===== src/sv/quadratic_root_solver_unit_defines.svh =====
// ----------------------------------------------------------------------------
// Quadratic root solver assertion macros
// Shared concurrent assertion forms for the solver RTL.
// ----------------------------------------------------------------------------
`ifndef QUADRATIC_ROOT_SOLVER_UNIT_DEFINES_SVH
`define QUADRATIC_ROOT_SOLVER_UNIT_DEFINES_SVH

// same-cycle implication
`define QRS_ASSERT_NOW(label, clk, rst_n, ante, cons, msg) \
    label: assert property (@(posedge clk) disable iff (!rst_n) (ante) |-> (cons)) \
        else $error(msg);

// next-cycle implication
`define QRS_ASSERT_NEXT(label, clk, rst_n, ante, cons, msg) \
    label: assert property (@(posedge clk) disable iff (!rst_n) (ante) |=> (cons)) \
        else $error(msg);

`endif


===== src/sv/qrs_sqrt_cell.sv =====
// ----------------------------------------------------------------------------
// Square root cell
// One restoring digit of the floored square root; registered hand-on.
// ----------------------------------------------------------------------------
module qrs_sqrt_cell #(
    parameter int ROOT_W = 33,
    parameter int TAG_W  = 8
) (
    input  logic                  clk,
    input  logic                  rst_n,
    input  logic                  en,
    input  logic                  prev_valid,
    input  logic [2*ROOT_W-1:0]   prev_rad,
    input  logic [ROOT_W+1:0]     prev_rem,
    input  logic [ROOT_W-1:0]     prev_root,
    input  logic [TAG_W-1:0]      prev_tag,
    output logic                  valid,
    output logic [2*ROOT_W-1:0]   rad,
    output logic [ROOT_W+1:0]     rem,
    output logic [ROOT_W-1:0]     root,
    output logic [TAG_W-1:0]      tag
);

    logic                valid_reg;
    logic [2*ROOT_W-1:0] rad_reg;
    logic [ROOT_W+1:0]   rem_reg;
    logic [ROOT_W-1:0]   root_reg;
    logic [TAG_W-1:0]    tag_reg;

    logic [2*ROOT_W-1:0] rad_next;
    logic [ROOT_W+1:0]   rem_next;
    logic [ROOT_W-1:0]   root_next;
    logic [ROOT_W+1:0]   rem_sh;
    logic [ROOT_W+1:0]   trial;
    logic                take;

    always_comb
    begin
        rem_sh    = {prev_rem[ROOT_W-1:0], prev_rad[2*ROOT_W-1 -: 2]};
        trial     = {prev_root, 2'b01};
        take      = (rem_sh >= trial);
        rem_next  = take ? (rem_sh - trial) : rem_sh;
        root_next = {prev_root[ROOT_W-2:0], take};
        rad_next  = {prev_rad[2*ROOT_W-3:0], 2'b00};
    end

    always_ff @(posedge clk or negedge rst_n)
    begin
        if (!rst_n)
        begin
            valid_reg <= 1'b0;
        end
        else if (en)
        begin
            valid_reg <= prev_valid;
        end
    end

    always_ff @(posedge clk)
    begin
        if (en)
        begin
            rad_reg  <= rad_next;
            rem_reg  <= rem_next;
            root_reg <= root_next;
            tag_reg  <= prev_tag;
        end
    end

    assign valid = valid_reg;
    assign rad   = rad_reg;
    assign rem   = rem_reg;
    assign root  = root_reg;
    assign tag   = tag_reg;

endmodule


===== config.mk =====
export PLATFORM = sky130hd
export DESIGN_NAME = qrs_sqrt_cell
export DESIGN_NICKNAME = d
export VERILOG_FILES = /design/src/sv/quadratic_root_solver_unit_defines.svh /design/src/sv/qrs_sqrt_cell.sv
export SDC_FILE = /design/constraint.sdc
export NUM_CORES = 1
export LEC_CHECK = 0
export ABC_AREA = 1
export BUFFER_PORTS_ARGS = -buffer_cell sky130_fd_sc_hd__buf_2
export CAP_MARGIN = 20
export CORE_AREA = 8 8 139 141
export CTS_BUF_LIST = sky130_fd_sc_hd__clkbuf_16
export DETAILED_ROUTE_END_ITERATION = 7
export DIE_AREA = 0 0 147 149
export GPL_ROUTABILITY_DRIVEN = 0
export PLACE_DENSITY = 0.74
export REMOVE_ABC_BUFFERS = 1
export SLEW_MARGIN = 20
export SYNTH_ARGS = -nofsm -noshare
export SYNTH_HDL_FRONTEND = slang
export SYNTH_SLANG_ARGS = --single-unit

===== constraint.sdc =====
create_clock -name clk -period 1.2 [get_ports clk]
set_input_delay 0.12 -clock clk [delete_from_list [all_inputs] [get_ports clk]]
set_output_delay 0.12 -clock clk [all_outputs]
set_load 0.02 [all_outputs]

# Word-level counts from Yosys, hierarchy flattened
# Index checks and enable logic that the tools add are counted.
# totals
regBits	141
out_inout_bits	143
# classes
addsub	1
magnitude_cmp	1
muxes	1
# op_table
cell	n
greater-or-equal comparator 35 bit	1
2-to-1 mux 35 bit	1
subtractor 35 bit	1

# Logic depth before layout (Yosys ltp)
# depth
ltp_word	2
mapped_depth	16

# Least setup slack after synthesis
# OpenSTA, ideal clock, no wires.
# synth_path
path_type	input to register
start	input prev_root[12]
end	register rem_reg[17] (netlist: rem[17]), data pin
setup_ps	252
arrival_ps	1577
required_time_ps	948
setup_slack_ps	-628
stages	16
path_cell_list	inv_1 ha_1 nand2_1 inv_1 nand2_1 nand2_1 nand2_1 nand2_1 a21oi_2 nand2_1 nand2_2 nand2_4 buf_12 buf_12 nand2_2 nand2_2
# synth_via
elab_chain_len	2
elab_cells_between_ends	3
# synth_lines
element	line	text
start, declared	qrs_sqrt_cell.sv:15	input logic [ROOT_W-1:0] prev_root,
subtractor 35 bit / greater-or-equal comparator 35 bit (equally long branches)	qrs_sqrt_cell.sv:42, qrs_sqrt_cell.sv:41	
2-to-1 mux 35 bit (*)	qrs_sqrt_cell.sv:42	rem_next = take ? (rem_sh - trial) : rem_sh;
net rem_next[17]	qrs_sqrt_cell.sv:31	logic [ROOT_W+1:0] rem_next;
end signal, assigned	qrs_sqrt_cell.sv:64	rem_reg <= rem_next;
end, declared	qrs_sqrt_cell.sv:26	logic [ROOT_W+1:0] rem_reg;
# The timed path passes the listed nets; every way through them passes the cells marked *.
# A chain may end at the register's enable or synchronous reset.

# Worst setup path after layout
# layout_path
start	input prev_root[8]
end	register rem_reg[9] (netlist: rem[9]), data pin
# layout_via
elab_chain_len	2
# layout_lines
element	line	text
greater-or-equal comparator 35 bit	qrs_sqrt_cell.sv:41	take = (rem_sh >= trial);
2-to-1 mux 35 bit	qrs_sqrt_cell.sv:42	
net rem_next[9]	qrs_sqrt_cell.sv:31	
# The timed path passes the listed nets, and every way through them passes these cells.

==> impl_metrics.ini <==
[drt]
drc = 0
wire_per_inst_um = 20.54
detail_route.iter0.violations = 857
dr.max_layer_used = met4
detail-route-antenna-nets = 0
met2RoutedLength_um = 16590
vias_per_cell = 5.206
detailedRoute.firstPassIterationCount = 7
wire_length_on_met3_um = 2898
dr_total_vias = 8387
met1_length_um = 11740
final_wl_um = 33090

[sta]
timing.clock.skew_ns = 0
setup_total_negative_slack_ns = -16.06
period_utilisation_layout_pct = 139.8
grt_setup_unrepaired = true
finalSetupViolCount = 36
post_layout_minimum_cycle_time_ns = 1.677
slew_violations = 0
timing.fmax_mhz = 596.1
setup_slack_ns = -0.4775
hold_violations = 0

[clocking]
cts_max_level = 4
clk-insertion-delay-late_ns = 0.42
clockBufferDepth = 2
tritoncts.num_buffers = 17
clockRootBuffer = clkbuf_16
cts.clk_slew.worst_paths_ns = 0.06
cts_tree = yes
cts.sinks = 141

[critical_path]
cpMaxStageDelayCell = ha_4
crit_path_cell_trace = buf_6, inv_2, ha_4, nand2_4, nor2_4, nand3_2, nand3_2, nand2_2, nand2_4, nand2_4, nand2_8, clkinv_8, clkbuf_16, nand2_2, nand2_1
cell_family_contributing_the_most_delay_on_the_critical_path = simple AND/OR/NAND/NOR gates
timing.critical_path.to_type = flop
crit_start = prev_root[8]
worst-path-buf-inv = 4
critPathKind = in2reg
r2r_setup_slack_ns = 0.43
worstReg2RegEnd = valid$_DFFE_PN0P_
critical_path_source_type = input port
r2r.worst_path.cells = 1
critPathMaxFanout = 6
cp_slowest_stage_delay_ns = 0.31
worst_r2r_startpoint = valid$_DFFE_PN0P_
critical_path.most_common_cell = nand2_4
worst-endpoint-arrival_ns = 1.87
worst_ep_required_time_ns = 1.39

[outcome]
violations_in_the_final_reports = setup timing
status = finished, violations left

[global_route]
grt_first_pass_wirelength_um = 43710
grt_util_all_layers_pct = 25.67
grt_max_degree = 33
grt_overflow_total = 0
initial_antenna_violation_count = 0
via_count_of_the_first_global_routing_pass = 8041

[place]
buffer_ports.inserted = 284
hpwl_um = 19990

[hold_path]
min_from = prev_rem[2]
worst_hold_path.num_cells = 3
worst_hold_path.endpoint = rem[4]$_DFFE_PP_
worstHoldPathType = in2reg

[cells_and_area]
net_count_reported_at_finish = 1553
nFillCells = 978
final_core_utilization_pct = 77.90
ff_latch_area_um2 = 4229
number_of_flip_flops_under_the_largest_register_name = 64
layout-drive-gt1-share_pct = 49.60
multi_input_area_um2 = 3610
area_delta_synth_final_pct = 74.79

[synthesis]
synth_seq_area_share_pct = 55.63
synth-simple-area-share_pct = 23.95
synth_commonest_cells = nand2_1 (270), inv_1 (148), edfxtp_1 (140)
syn_avg_cell_area_um2 = 9.328
synthFlopType = edfxtp_1
ys.warnings.count = 0
compound_gate_portion_of_the_synthesized_area_pct = 3.423
synthAdderAreaFrac_pct = 5.760
synth_largest_area_cell = edfxtp_1
synth-async-reset-ratio_pct = 0.7092
multiplexer_fraction_of_the_synthesized_cell_area_pct = 0.1481
synth.cell_area_um2 = 7602
synth_top_cells_by_area = edfxtp_1 (55%), nand2_1 (13%), inv_1 (7.3%)
post_synth_xor_area_fraction_pct = 2.074
synth_top_area_share_pct = 55.30
synth_top_family_by_area = simple AND/OR/NAND/NOR gates
synth_enable_flop_cells = 140
synth_seq_cells = 141
yosys.cell_count.top_type = nand2_1
post_synth_inst_count = 815
synth_cell_types = 33

[floorplanning]
chipHeight_um = 149
ports_placed_on_the_boundary = 289
die-area_um2 = 21900
horizontal_extent_of_the_die_um = 147
start_util_pct = 44.57
placeable_core_region_um2 = 17060
rows = 48

[power]
power.leakage_uw = 0.006422
worst_ir_drop_vdd_v = 0.001002
pwr_density_cell_nw_per_um2 = 1257

[job]
max_cap_viol_count = 0
==> layout by cell type, fill, tap and decap left out, drive strengths merged <==
cell type,count
a21boi,1
clkinv,4
diode,1
ha,35
xor2,17
o211ai,1
clkbuf,18
xnor2,1
nand3b,2
dfrtp,1
conb,2
edfxtp,140
nand2,303
buf,425
dlygate4sd3,120
o21ai,15
bufinv,2
clkinvlp,4
and2,2
inv,156
or2,1
a21oi,28
mux2,1
nor3,4
nor2,51
nand3,44
nand4,4
o21bai,3
==> per-layer routing <==
metal	vias up	global-route usage (%)
met1	3893	28.90
li1	3726	-
met2	611	46.68
met3	157	5.552
met4	0	10.05
met5	-	0
==> power breakdown <==
group	switching (µW)	total (µW)	internal (µW)
Clock	2250	5340	3100
Sequential	138	6120	5980
Combinational	3000	5250	2240
==> layout make-up <==
cell class	instances	share of cell area, %
Clock inverter	15	1.234
Clock buffer	17	3.202
Inverter	151	4.454
Timing Repair Buffer	546	29.98
Sequential cell	141	31.83
Antenna cell	1	0.01883
Multi-Input combinational cell	515	27.17
Tap cell	225	2.119
==> per-stage QoR <==
step / std cells / setup WS (ns) / hold slack [ns] / power [µW] / cell area [µm²]
floorplan: 807 / -0.8301 / -0.1756 / 8177 / 7493
finish: 1611 / -0.4775 / 0.002876 / 16710 / 13290
global placement: 1432 / -0.8581 / -0.1048 / 9920 / 10160
global route: 1610 / -0.5705 / 0.006282 / 17250 / 13290
CTS: 1591 / -0.2857 / -0.02896 / 16050 / 12610
detailed placement: 1432 / -0.8905 / -0.09935 / 9993 / 10160
==> cells by family (layout without fill, tap and decap cells) <==
| logic type | count (synthesis) | in the layout |
|---|---|---|
| other cells | 1 | 3 |
| flops | 141 | 141 |
| xor+xnor | 18 | 18 |
| mux | 1 | 1 |
| simple gates | 411 | 411 |
| compound gates | 48 | 48 |
| buf+inv | 160 | 729 |
| fa+ha+maj | 35 | 35 |
==> worst max-delay path by stage <==
stage / end / slack [ns] / depth (start not counted)
after detailed placement: rem[27]$_DFFE_PP_ / -0.89 / 16
after global placement: rem[29]$_DFFE_PP_ / -0.86 / 14
after CTS: rem[27]$_DFFE_PP_ / -0.29 / 16
after global routing: rem[20]$_DFFE_PP_ / -0.57 / 17
final: rem[9]$_DFFE_PP_ / -0.48 / 15
after floorplan: rem[17]$_DFFE_PP_ / -0.83 / 13
==> timing repair <==
item | CTS | global route
setup buffers | 15 | 9
pin swaps | 35 | 19
endpoints found under the hold margin | 112 | 9
cloned | 2 | 1
setup endpoints to repair | 36 | 36
hold buffers | 111 | 9
resized for setup | 107 | 156
Power figures use the tool's default switching activity.
