--- config.mk ---
export PLATFORM = sky130hd
export DESIGN_NAME = qrs_div_cell
export DESIGN_NICKNAME = d
export VERILOG_FILES = /design/src/sv/quadratic_root_solver_unit_defines.svh /design/src/sv/qrs_div_cell.sv
export SDC_FILE = /design/constraint.sdc
export NUM_CORES = 1
export LEC_CHECK = 0
export BUFFER_PORTS_ARGS = -buffer_cell sky130_fd_sc_hd__buf_4
export CAP_MARGIN = 0
export CORE_ASPECT_RATIO = 1.2
export CORE_MARGIN = 4
export CORE_UTILIZATION = 39
export CTS_CLUSTER_SIZE = 20
export DETAILED_ROUTE_END_ITERATION = 10
export PLACE_DENSITY = 0.64
export SYNTH_ARGS = -nofsm -noshare
export SYNTH_HDL_FRONTEND = slang
export SYNTH_SLANG_ARGS = --single-unit
--- constraint.sdc ---
create_clock -name clk -period 1.02 [get_ports clk]
set_input_delay 0.051 -clock clk [delete_from_list [all_inputs] [get_ports clk]]
set_output_delay 0.051 -clock clk [all_outputs]
set_load 0.05 [all_outputs]
--- src/sv/quadratic_root_solver_unit_defines.svh ---
// ----------------------------------------------------------------------------
// Quadratic root solver assertion macros
// Shared concurrent assertion forms for the solver RTL.
// ----------------------------------------------------------------------------
`ifndef QUADRATIC_ROOT_SOLVER_UNIT_DEFINES_SVH
`define QUADRATIC_ROOT_SOLVER_UNIT_DEFINES_SVH

// same-cycle implication
`define QRS_ASSERT_NOW(label, clk, rst_n, ante, cons, msg) \
    label: assert property (@(posedge clk) disable iff (!rst_n) (ante) |-> (cons)) \
        else $error(msg);

// next-cycle implication
`define QRS_ASSERT_NEXT(label, clk, rst_n, ante, cons, msg) \
    label: assert property (@(posedge clk) disable iff (!rst_n) (ante) |=> (cons)) \
        else $error(msg);

`endif

--- src/sv/qrs_div_cell.sv ---
// ----------------------------------------------------------------------------
// Divider cell
// One restoring quotient bit for two lanes sharing a divisor.
// ----------------------------------------------------------------------------
module qrs_div_cell #(
    parameter int NUM_W = 34,
    parameter int DEN_W = 17,
    parameter int TAG_W = 4
) (
    input  logic                        clk,
    input  logic                        rst_n,
    input  logic                        en,
    input  logic                        prev_valid,
    input  logic [DEN_W-1:0]            prev_den,
    input  logic [1:0][NUM_W-1:0]       prev_pq,
    input  logic [1:0][DEN_W-1:0]       prev_rem,
    input  logic [TAG_W-1:0]            prev_tag,
    output logic                        valid,
    output logic [DEN_W-1:0]            den,
    output logic [1:0][NUM_W-1:0]       pq,
    output logic [1:0][DEN_W-1:0]       rem,
    output logic [TAG_W-1:0]            tag
);

    logic                  valid_reg;
    logic [DEN_W-1:0]      den_reg;
    logic [1:0][NUM_W-1:0] pq_reg;
    logic [1:0][DEN_W-1:0] rem_reg;
    logic [TAG_W-1:0]      tag_reg;

    logic [1:0][NUM_W-1:0] pq_next;
    logic [1:0][DEN_W-1:0] rem_next;

    always_comb
    begin
        logic [DEN_W:0] rem_sh;
        logic [DEN_W:0] den_x;
        logic [DEN_W:0] diff;
        logic           take;
        den_x = {1'b0, prev_den};
        for (int l = 0; l < 2; l++)
        begin
            rem_sh      = {prev_rem[l], prev_pq[l][NUM_W-1]};
            diff        = rem_sh - den_x;
            take        = (rem_sh >= den_x);
            rem_next[l] = take ? diff[DEN_W-1:0] : rem_sh[DEN_W-1:0];
            pq_next[l]  = {prev_pq[l][NUM_W-2:0], take};
        end
    end

    always_ff @(posedge clk or negedge rst_n)
    begin
        if (!rst_n)
        begin
            valid_reg <= 1'b0;
        end
        else if (en)
        begin
            valid_reg <= prev_valid;
        end
    end

    always_ff @(posedge clk)
    begin
        if (en)
        begin
            den_reg <= prev_den;
            pq_reg  <= pq_next;
            rem_reg <= rem_next;
            tag_reg <= prev_tag;
        end
    end

    assign valid = valid_reg;
    assign den   = den_reg;
    assign pq    = pq_reg;
    assign rem   = rem_reg;
    assign tag   = tag_reg;

endmodule

Yosys cells after proc, flatten, opt, wreduce, memory -nomap -nowiden
Index checks and enable logic that the tools add are counted.
- register bits after elaboration: 124
- latch bits: 0
- RAM bits: 0
- ROM bits: 0
- bits of input ports: 127
- output and inout port bits: 124
- word-level logic and storage cells: 13
- memories kept: 0
- add/subtract/negate cells: 2
- $mul: 0
- div/mod/pow operators: 0
- order comparisons: 2
- equality and inequality tests: 0
- shift-type cells: 0
- multiplexer cells: 2
- bitwise operators: 0
- reduce and logical (&&, ||, !) cells: 0
- operator list (kind ; number):
    18-bit by 17-bit greater-or-equal comparator with 1-bit output ; 2
    17-bit two-way mux ; 2
    17-bit subtractor ; 2

Depth between registers and ports, before layout
Gate-level depths: netlist of the first run.
- word-level depth: 2
- depth in mapped cells: 12
- mapped depth without buffers: 11

Least setup slack after synthesis of the first run
No wires, ideal clock.
- path type: input to register
- start point: in prev_pq[67] in the netlist's numbering
- end point: reg rem_reg (netlist bit rem[25]) (data pin)
- library setup time: 0.260 ns
- arrival time: 2.011 ns
- path slack: -1.252 ns
- stages on the path: 11
- buffers on the path: 1
- path through: inv_1 > ha_1 > inv_1 > fa_1 > a21o_1 > and2_1 > o31a_1 > o21ai_4 > inv_2 > buf_6 > mux2_4
- RTL lines (item ; line ; source):
    start: declaration ; qrs_div_cell.sv:15 ; input logic [1:0][NUM_W-1:0] prev_pq,
    end signal: assignment ; qrs_div_cell.sv:69 ; rem_reg <= rem_next;
    end: declaration ; qrs_div_cell.sv:28 ; logic [1:0][DEN_W-1:0] rem_reg;

==> results.md, run 1 <==
- Outcome: finished with violations
- Failing checks: negative setup slack
- HP Class: primary input to flop
- Fillers: 884
- Boundary pin count: 251
- Worst EP required: 1170 ps
- Overall power: 20.29 mW
- CTS tree: built
- Vias/cell: 5.059
- Static Leakage: 5.177 nW
- Largest area contributor in the netlist: edfxtp_1
- First-pass GRT wire length: 34890 um
- Ys flop type: edfxtp_1
- Die Area: 17470 sq um
- Clk pwr share: 34.9%
- Placed inst area: 9069 sq um
- EDFF count, synth: 123
- Post-synth top area share: 61.46%
- Slew HR: 68.02%
- CP peak stage delay: 470 ps
- Clock Latency Late Sink: 410 ps
- Wire length per cell: 20.28 um
- Max FFs per register: 68
- Clock skew after layout: 0 ps
- FF-to-FF Start: valid
- Worst Setup Slack, final: -860.9 ps
- Initial antenna violation count: 2
- Vias in the first global route: 6422
- Port buffer count: 250
- # Max-Cap Violations: 0
- Die W: 121.3 um
- Synth-to-layout area growth: 98.50%
- First-pass detailed-route iteration total: 5
- Commonest cells in the synthesized netlist: edfxtp_1 (123), ha_1 (34), nand2_1 (33)
- Hold Vio Cnt, Final: 0
- Crit share post-route: 184.4%
- Synth top area cells: edfxtp_1 (61%), ha_1 (7.1%), mux2_2 (3.4%), xnor2_1 (2.3%), a21oi_1 (2.2%)
- Critical Path Source: prev_den[1]
- All-Layer GR Usage: 26.20%
- Count leader, synth: edfxtp_1
- Post-synthesis mux area share: 4.372%
- Synth Area in Simple Gates: 7.599%
- Setup_tns: -29000 ps
- Share of cells above drive strength 1: 51.93%
- Critical Path Sink Type: flop
- Initial DRC count: 277
- Startpoint type of the worst setup path: primary input
- Async SR Flop Fraction: 0.8065%
- Sw frac: 31.36%
- Via Count: 5878
- Post-Synth Adder-Cell Area: 7.745%
- Netlist cell types: 61
- Fin. max-slew vios: 0
- Starting Density: 39.85%
- Net load switching power: 6.363 mW
- Hold Crit Start: prev_rem[7]
- Post-synthesis sequential area ratio: 61.88%
- WHS: 49.64 ps
- Final Wtd Congestion: 0.9177
- # rows: 49
- Drt drc: 0
- Synthesized area: 6010 sq um
- CP arrival: 2040 ps
- CTS Buffer Depth: 2
- Int Pwr: 13.93 mW
- Synth Area in Compound Gates: 12.99%
- Syn nets: 606
- Slowest-stage cell, CP: fa_2
- Crit Path Class: primary input to flop
- DPL Wire Length: 15170 um
- XOR/XNOR share of the synthesized area: 2.769%
- Syn Inst Count: 443
- H-tree depth: 4
- Dpl ws: -1373 ps
- Drt total wl: 23570 um
- Yosys Warn Count: 0
- Yosys reg bits: 124
- Core area: 15080 sq um
- Sinks on the clock net: 124
- Crit Path Max Fanout: 4
- RSZ-0062 raised after global routing: true
- Combinational Power Share: 33.0%
- Crit-path cells: buf_8, clkinvlp_4, fa_2, a21oi_4, o211a_1, a21oi_2, o21ai_2, and2_4, buf_6, mux2_4
- Synth Area per Inst: 13.57 sq um
- GRT overflow: 0
- Placed cell count: 999
- Fin crit period: 1881 ps
- Num CTS Buffers: 17
- Final setup fails: 78
- Post-DRT Antenna Nets: 0
- Finished Core Util: 79.09%
- Least-Margin Pin Slew: 474.6 ps
- Sequential fraction of design power: 32.2%
- Root buffer cell: clkbuf_16
- F_max: 531.7 MHz
- Nets: 1108
- Clk slew on worst S/H paths: 60 ps
- Fin area: 11930 sq um
- Largest family of logic cells by synthesized area: compound AO/OA/AOI/OAI gates
- Power density cells: 1701 nW/um^2
- Largest net degree at the start of global routing: 39
- Final non-filler cell total: 1162
- Worst VDD drop: 983.9 uV
- Die Y: 144.0 um
## path summary, 6_finish.rpt
check / slack (ps) / endpoint / cells after the start
min in group asynchronous: 480 / valid / 3
min: 50 / rem[8] / 3
max: -860 / rem[1] / 10
max in group asynchronous: 440 / valid / 3
min reg2reg: 640 / valid / 2
max reg2reg: 130 / valid / 2
## worst max-delay path: cells and delay by family
kind,cells,cell delay (ps)
compound gates,4,580
fa+ha+maj,1,470
buf+inv,3,380
mux,1,280
simple gates,1,260
## cells by family (layout without fill, tap and decap cells)
logic type,Yosys count,after routing
compound gates,112,112
other cells,0,1
xor+xnor,19,19
simple gates,94,94
flops,124,124
buf+inv,36,550
fa+ha+maj,36,36
mux,22,22
## placed cells by master (no fill, tap or decap), types with 5 or more instances in the layout
cell type / instances
nand2_2: 6
nor2_1: 17
o21a_1: 10
clkbuf_16: 18
a21o_1: 15
dlygate4sd3_1: 116
ha_1: 25
inv_6: 5
o21ai_2: 6
nand2_1: 26
o21ai_0: 13
nand3_1: 11
xnor2_1: 16
inv_1: 18
mux2_4: 8
buf_4: 234
ha_4: 9
mux2_2: 14
buf_6: 133
edfxtp_1: 123
bufinv_16: 6
buf_12: 6
a21oi_1: 22
## timing repair
action	4_1_cts	5_1_grt
endpoints found under the setup margin	160	158
endpoints found under the hold margin	115	0
pin swaps	20	15
setup buffers	9	4
resized for setup	179	26
hold buffers	116	0
cloned	1	2
## power by group through the flow
stage	sequential (mW)	clock, mW	combinational, mW
final	6.52	7.08	6.69
after global routing	6.57	7.43	7.00
after CTS	6.51	7.14	6.43
after detailed placement	6.51	0	5.40
after global placement	6.50	0	5.34
after floorplan	8.31	0	1.40
## cell type report
type | count | area (sq um) | share of cell area [%]
Timing Repair inverter | 1 | 11.26 | 0.09440
Multi-Input combinational cell | 283 | 2536 | 21.26
Clock inverter | 14 | 255.2 | 2.140
Tap cell | 204 | 255.2 | 2.140
Clock buffer | 17 | 425.4 | 3.566
Sequential cell | 124 | 3719 | 31.17
Timing Repair Buffer | 491 | 4576 | 38.36
Inverter | 27 | 148.9 | 1.248
Antenna cell | 1 | 2.502 | 0.02098
## routing by layer
layer  vias up  part of all wire [%]  GRT usage (%)
li1       2703                     -              -
met1      2838                    35          27.40
met2       288                    54          50.10
met3        45                   7.8          6.612
met4         4                   2.7          9.971
met5         -                 0.098              0
(Power assumes the default switching activity.)
==> run 2, diff against run 1 <==
--- a/config.mk
+++ b/config.mk
@@ -13,6 +13,7 @@
 export CTS_CLUSTER_SIZE = 20
 export DETAILED_ROUTE_END_ITERATION = 10
 export PLACE_DENSITY = 0.64
+export SETUP_SLACK_MARGIN = 0.1
 export SYNTH_ARGS = -nofsm -noshare
 export SYNTH_HDL_FRONTEND = slang
 export SYNTH_SLANG_ARGS = --single-unit
==> results.md, run 2 (synthesis results as in run 1) <==
- Worst Setup Slack, final: -848.4 ps
- Area of the multi-input gates: 2515 sq um
- Nets: 1117
- Clock Latency Late Sink: 410 ps
- Boundary pin count: 251
- Startpoint type of the worst setup path: primary input
- GRT overflow: 0
- Net load switching power: 6.235 mW
- HP Class: primary input to flop
- Vias in the first global route: 6345
- Drt total wl: 23130 um
- Commonest non-fill, non-tap cell in the layout: buf_4
- All-Layer GR Usage: 25.70%
- CTS Buffer Depth: 2
- FF-to-FF Start: valid
- DPL Wire Length: 15150 um
- Port buffer count: 250
- Crit Path Class: primary input to flop
- Drt drc: 0
- Static Leakage: 5.211 nW
- R2R Path End: valid
- Final setup fails: 97
- Die W: 121.3 um
- Slowest-stage cell, CP: fa_2
- Synth-to-layout area growth: 98.88%
- # rows: 49
- Largest net degree at the start of global routing: 24
- Placed cell count: 1005
- Worst setup endpoint: rem[25]
- Critical Path Source: prev_den[1]
- F_max: 535.2 MHz
- Worst VDD drop: 948.9 uV
- Root buffer cell: clkbuf_16
- CP peak stage delay: 360 ps
- Initial antenna violation count: 0
- Crit share post-route: 183.2%
- Fillers: 907
- Post-DRT Antenna Nets: 0
- Clock skew after layout: 0 ps
- First-pass detailed-route iteration total: 4
- Reg-to-reg slack, setup: 190 ps
- Final non-filler cell total: 1171
- Share of cells above drive strength 1: 51.91%
- Final Wtd Congestion: 0.9033
- Max FFs per register: 68
- Die Y: 144.0 um
- Fin. max-slew vios: 0
- Overall power: 19.16 mW
- Vias/cell: 5.054
- Starting Density: 39.85%
- Failing checks: negative setup slack
- Via Count: 5918
- H-tree depth: 4
- Dpl ws: -1336 ps
- Outcome: finished with violations
- Antenna diodes: 0
- Initial DRC count: 313
- Slew HR: 67.20%
- Die Area: 17470 sq um
- First-pass GRT wire length: 34110 um
- # Max-Cap Violations: 0
- Sw frac: 32.55%
- Hold Vio Cnt, Final: 0
- CTS tree: built
- Fin crit period: 1868 ps
- FF/Latch Area: 3720 sq um
- Crit Path Max Fanout: 10
- Worst EP required: 1180 ps
- FF-to-FF path depth: 1
- Clk pwr share: 30.8%
- Crit-path cells: buf_8, clkinvlp_4, buf_12, fa_2, a21o_1, and2_4, o31a_1, o21ai_4, inv_4, mux2_4
- Finished Core Util: 79.24%
- CP arrival: 2030 ps
- Combinational Power Share: 35.1%
- Wire length per cell: 19.75 um
- Power density cells: 1603 nW/um^2
- WHS: 31.54 ps
- Clk slew on worst S/H paths: 60 ps
- Sequential fraction of design power: 34.1%
- Sinks on the clock net: 124
- Most frequent cells in the layout: buf_4 (236), buf_6 (132), edfxtp_1 (123)
- Core area: 15080 sq um
- RSZ-0062 raised after global routing: true
- Int Pwr: 12.92 mW
- Least-Margin Pin Slew: 486.8 ps
- Critical Path Sink Type: flop
- Num CTS Buffers: 17
## run 2: changes by cell type in the layout (fill, tap and decap cells not counted), sizes merged, moves of 2 or more
cell | before | now
buf | 374 | 381
bufinv | 6 | 2
clkbuf | 18 | 20
clkinv | 2 | 7
inv | 32 | 30
## run 2: stage by stage
step | area, sq um | setup TNS, ps
6_report | 11950 | -29150
5_1_grt | 11950 | -35110
4_1_cts | 11670 | -27390
3_5_place_dp | 9165 | -43970
3_3_place_gp | 9165 | -43330
2_1_floorplan | 6125 | -35910
## run 2: how the worst min path moves through the flow
stage	start	end	slack, ps	depth (start not counted)
after global routing	prev_pq[33]	rem[0]	20	3
after CTS	prev_pq[33]	rem[0]	7	3
after global placement	rst_n	valid	-170	1
after floorplan	rst_n	valid	-240	0
after detailed placement	rst_n	valid	-170	1
final	prev_pq[33]	rem[0]	30	3
## run 2: power by group through the flow
stage,Combinational [mW],Sequential [mW],Clock (mW)
floorplan,1.40,8.31,0
global placement,5.38,6.50,0
detailed placement,5.44,6.50,0
CTS,6.38,6.51,5.97
global route,7.03,6.58,6.26
finish,6.73,6.53,5.89
## run 2: area by class of cell
cell class | count | share of cell area (%)
clock buffer | 18 | 3.591
timing repair inverter | 1 | 0.1361
tap | 204 | 2.136
sequential | 124 | 31.12
inverter | 27 | 1.193
timing repair buffer | 500 | 39.57
multi-input combinational | 283 | 21.04
clock inverter | 14 | 1.204
## run 2: repair_timing
action	4_1_cts	5_1_grt
buffers inserted	9	5
pin swaps	13	29
cloned	1	2
hold buffers	117	0
endpoints found under the hold margin	116	0
gates resized for setup	171	41
setup endpoints to repair	160	160
## run 2: worst max-delay path, delay by kind of cell
kind	cells	cell delay, ps
AO/OA/AOI/OAI	3	700
adder cells (fa/ha/maj)	1	360
buffers and inverters	4	450
multiplexers	1	310
AND/OR/NAND/NOR	1	150
## run 2: metal layers
layer	wire length (um)	global-route usage [%]	up-vias
met4	670	8.968	0
met5	0	0	-
met3	1781	7.394	54
li1	-	-	2725
met1	8207	28.06	2844
met2	12470	47.54	295
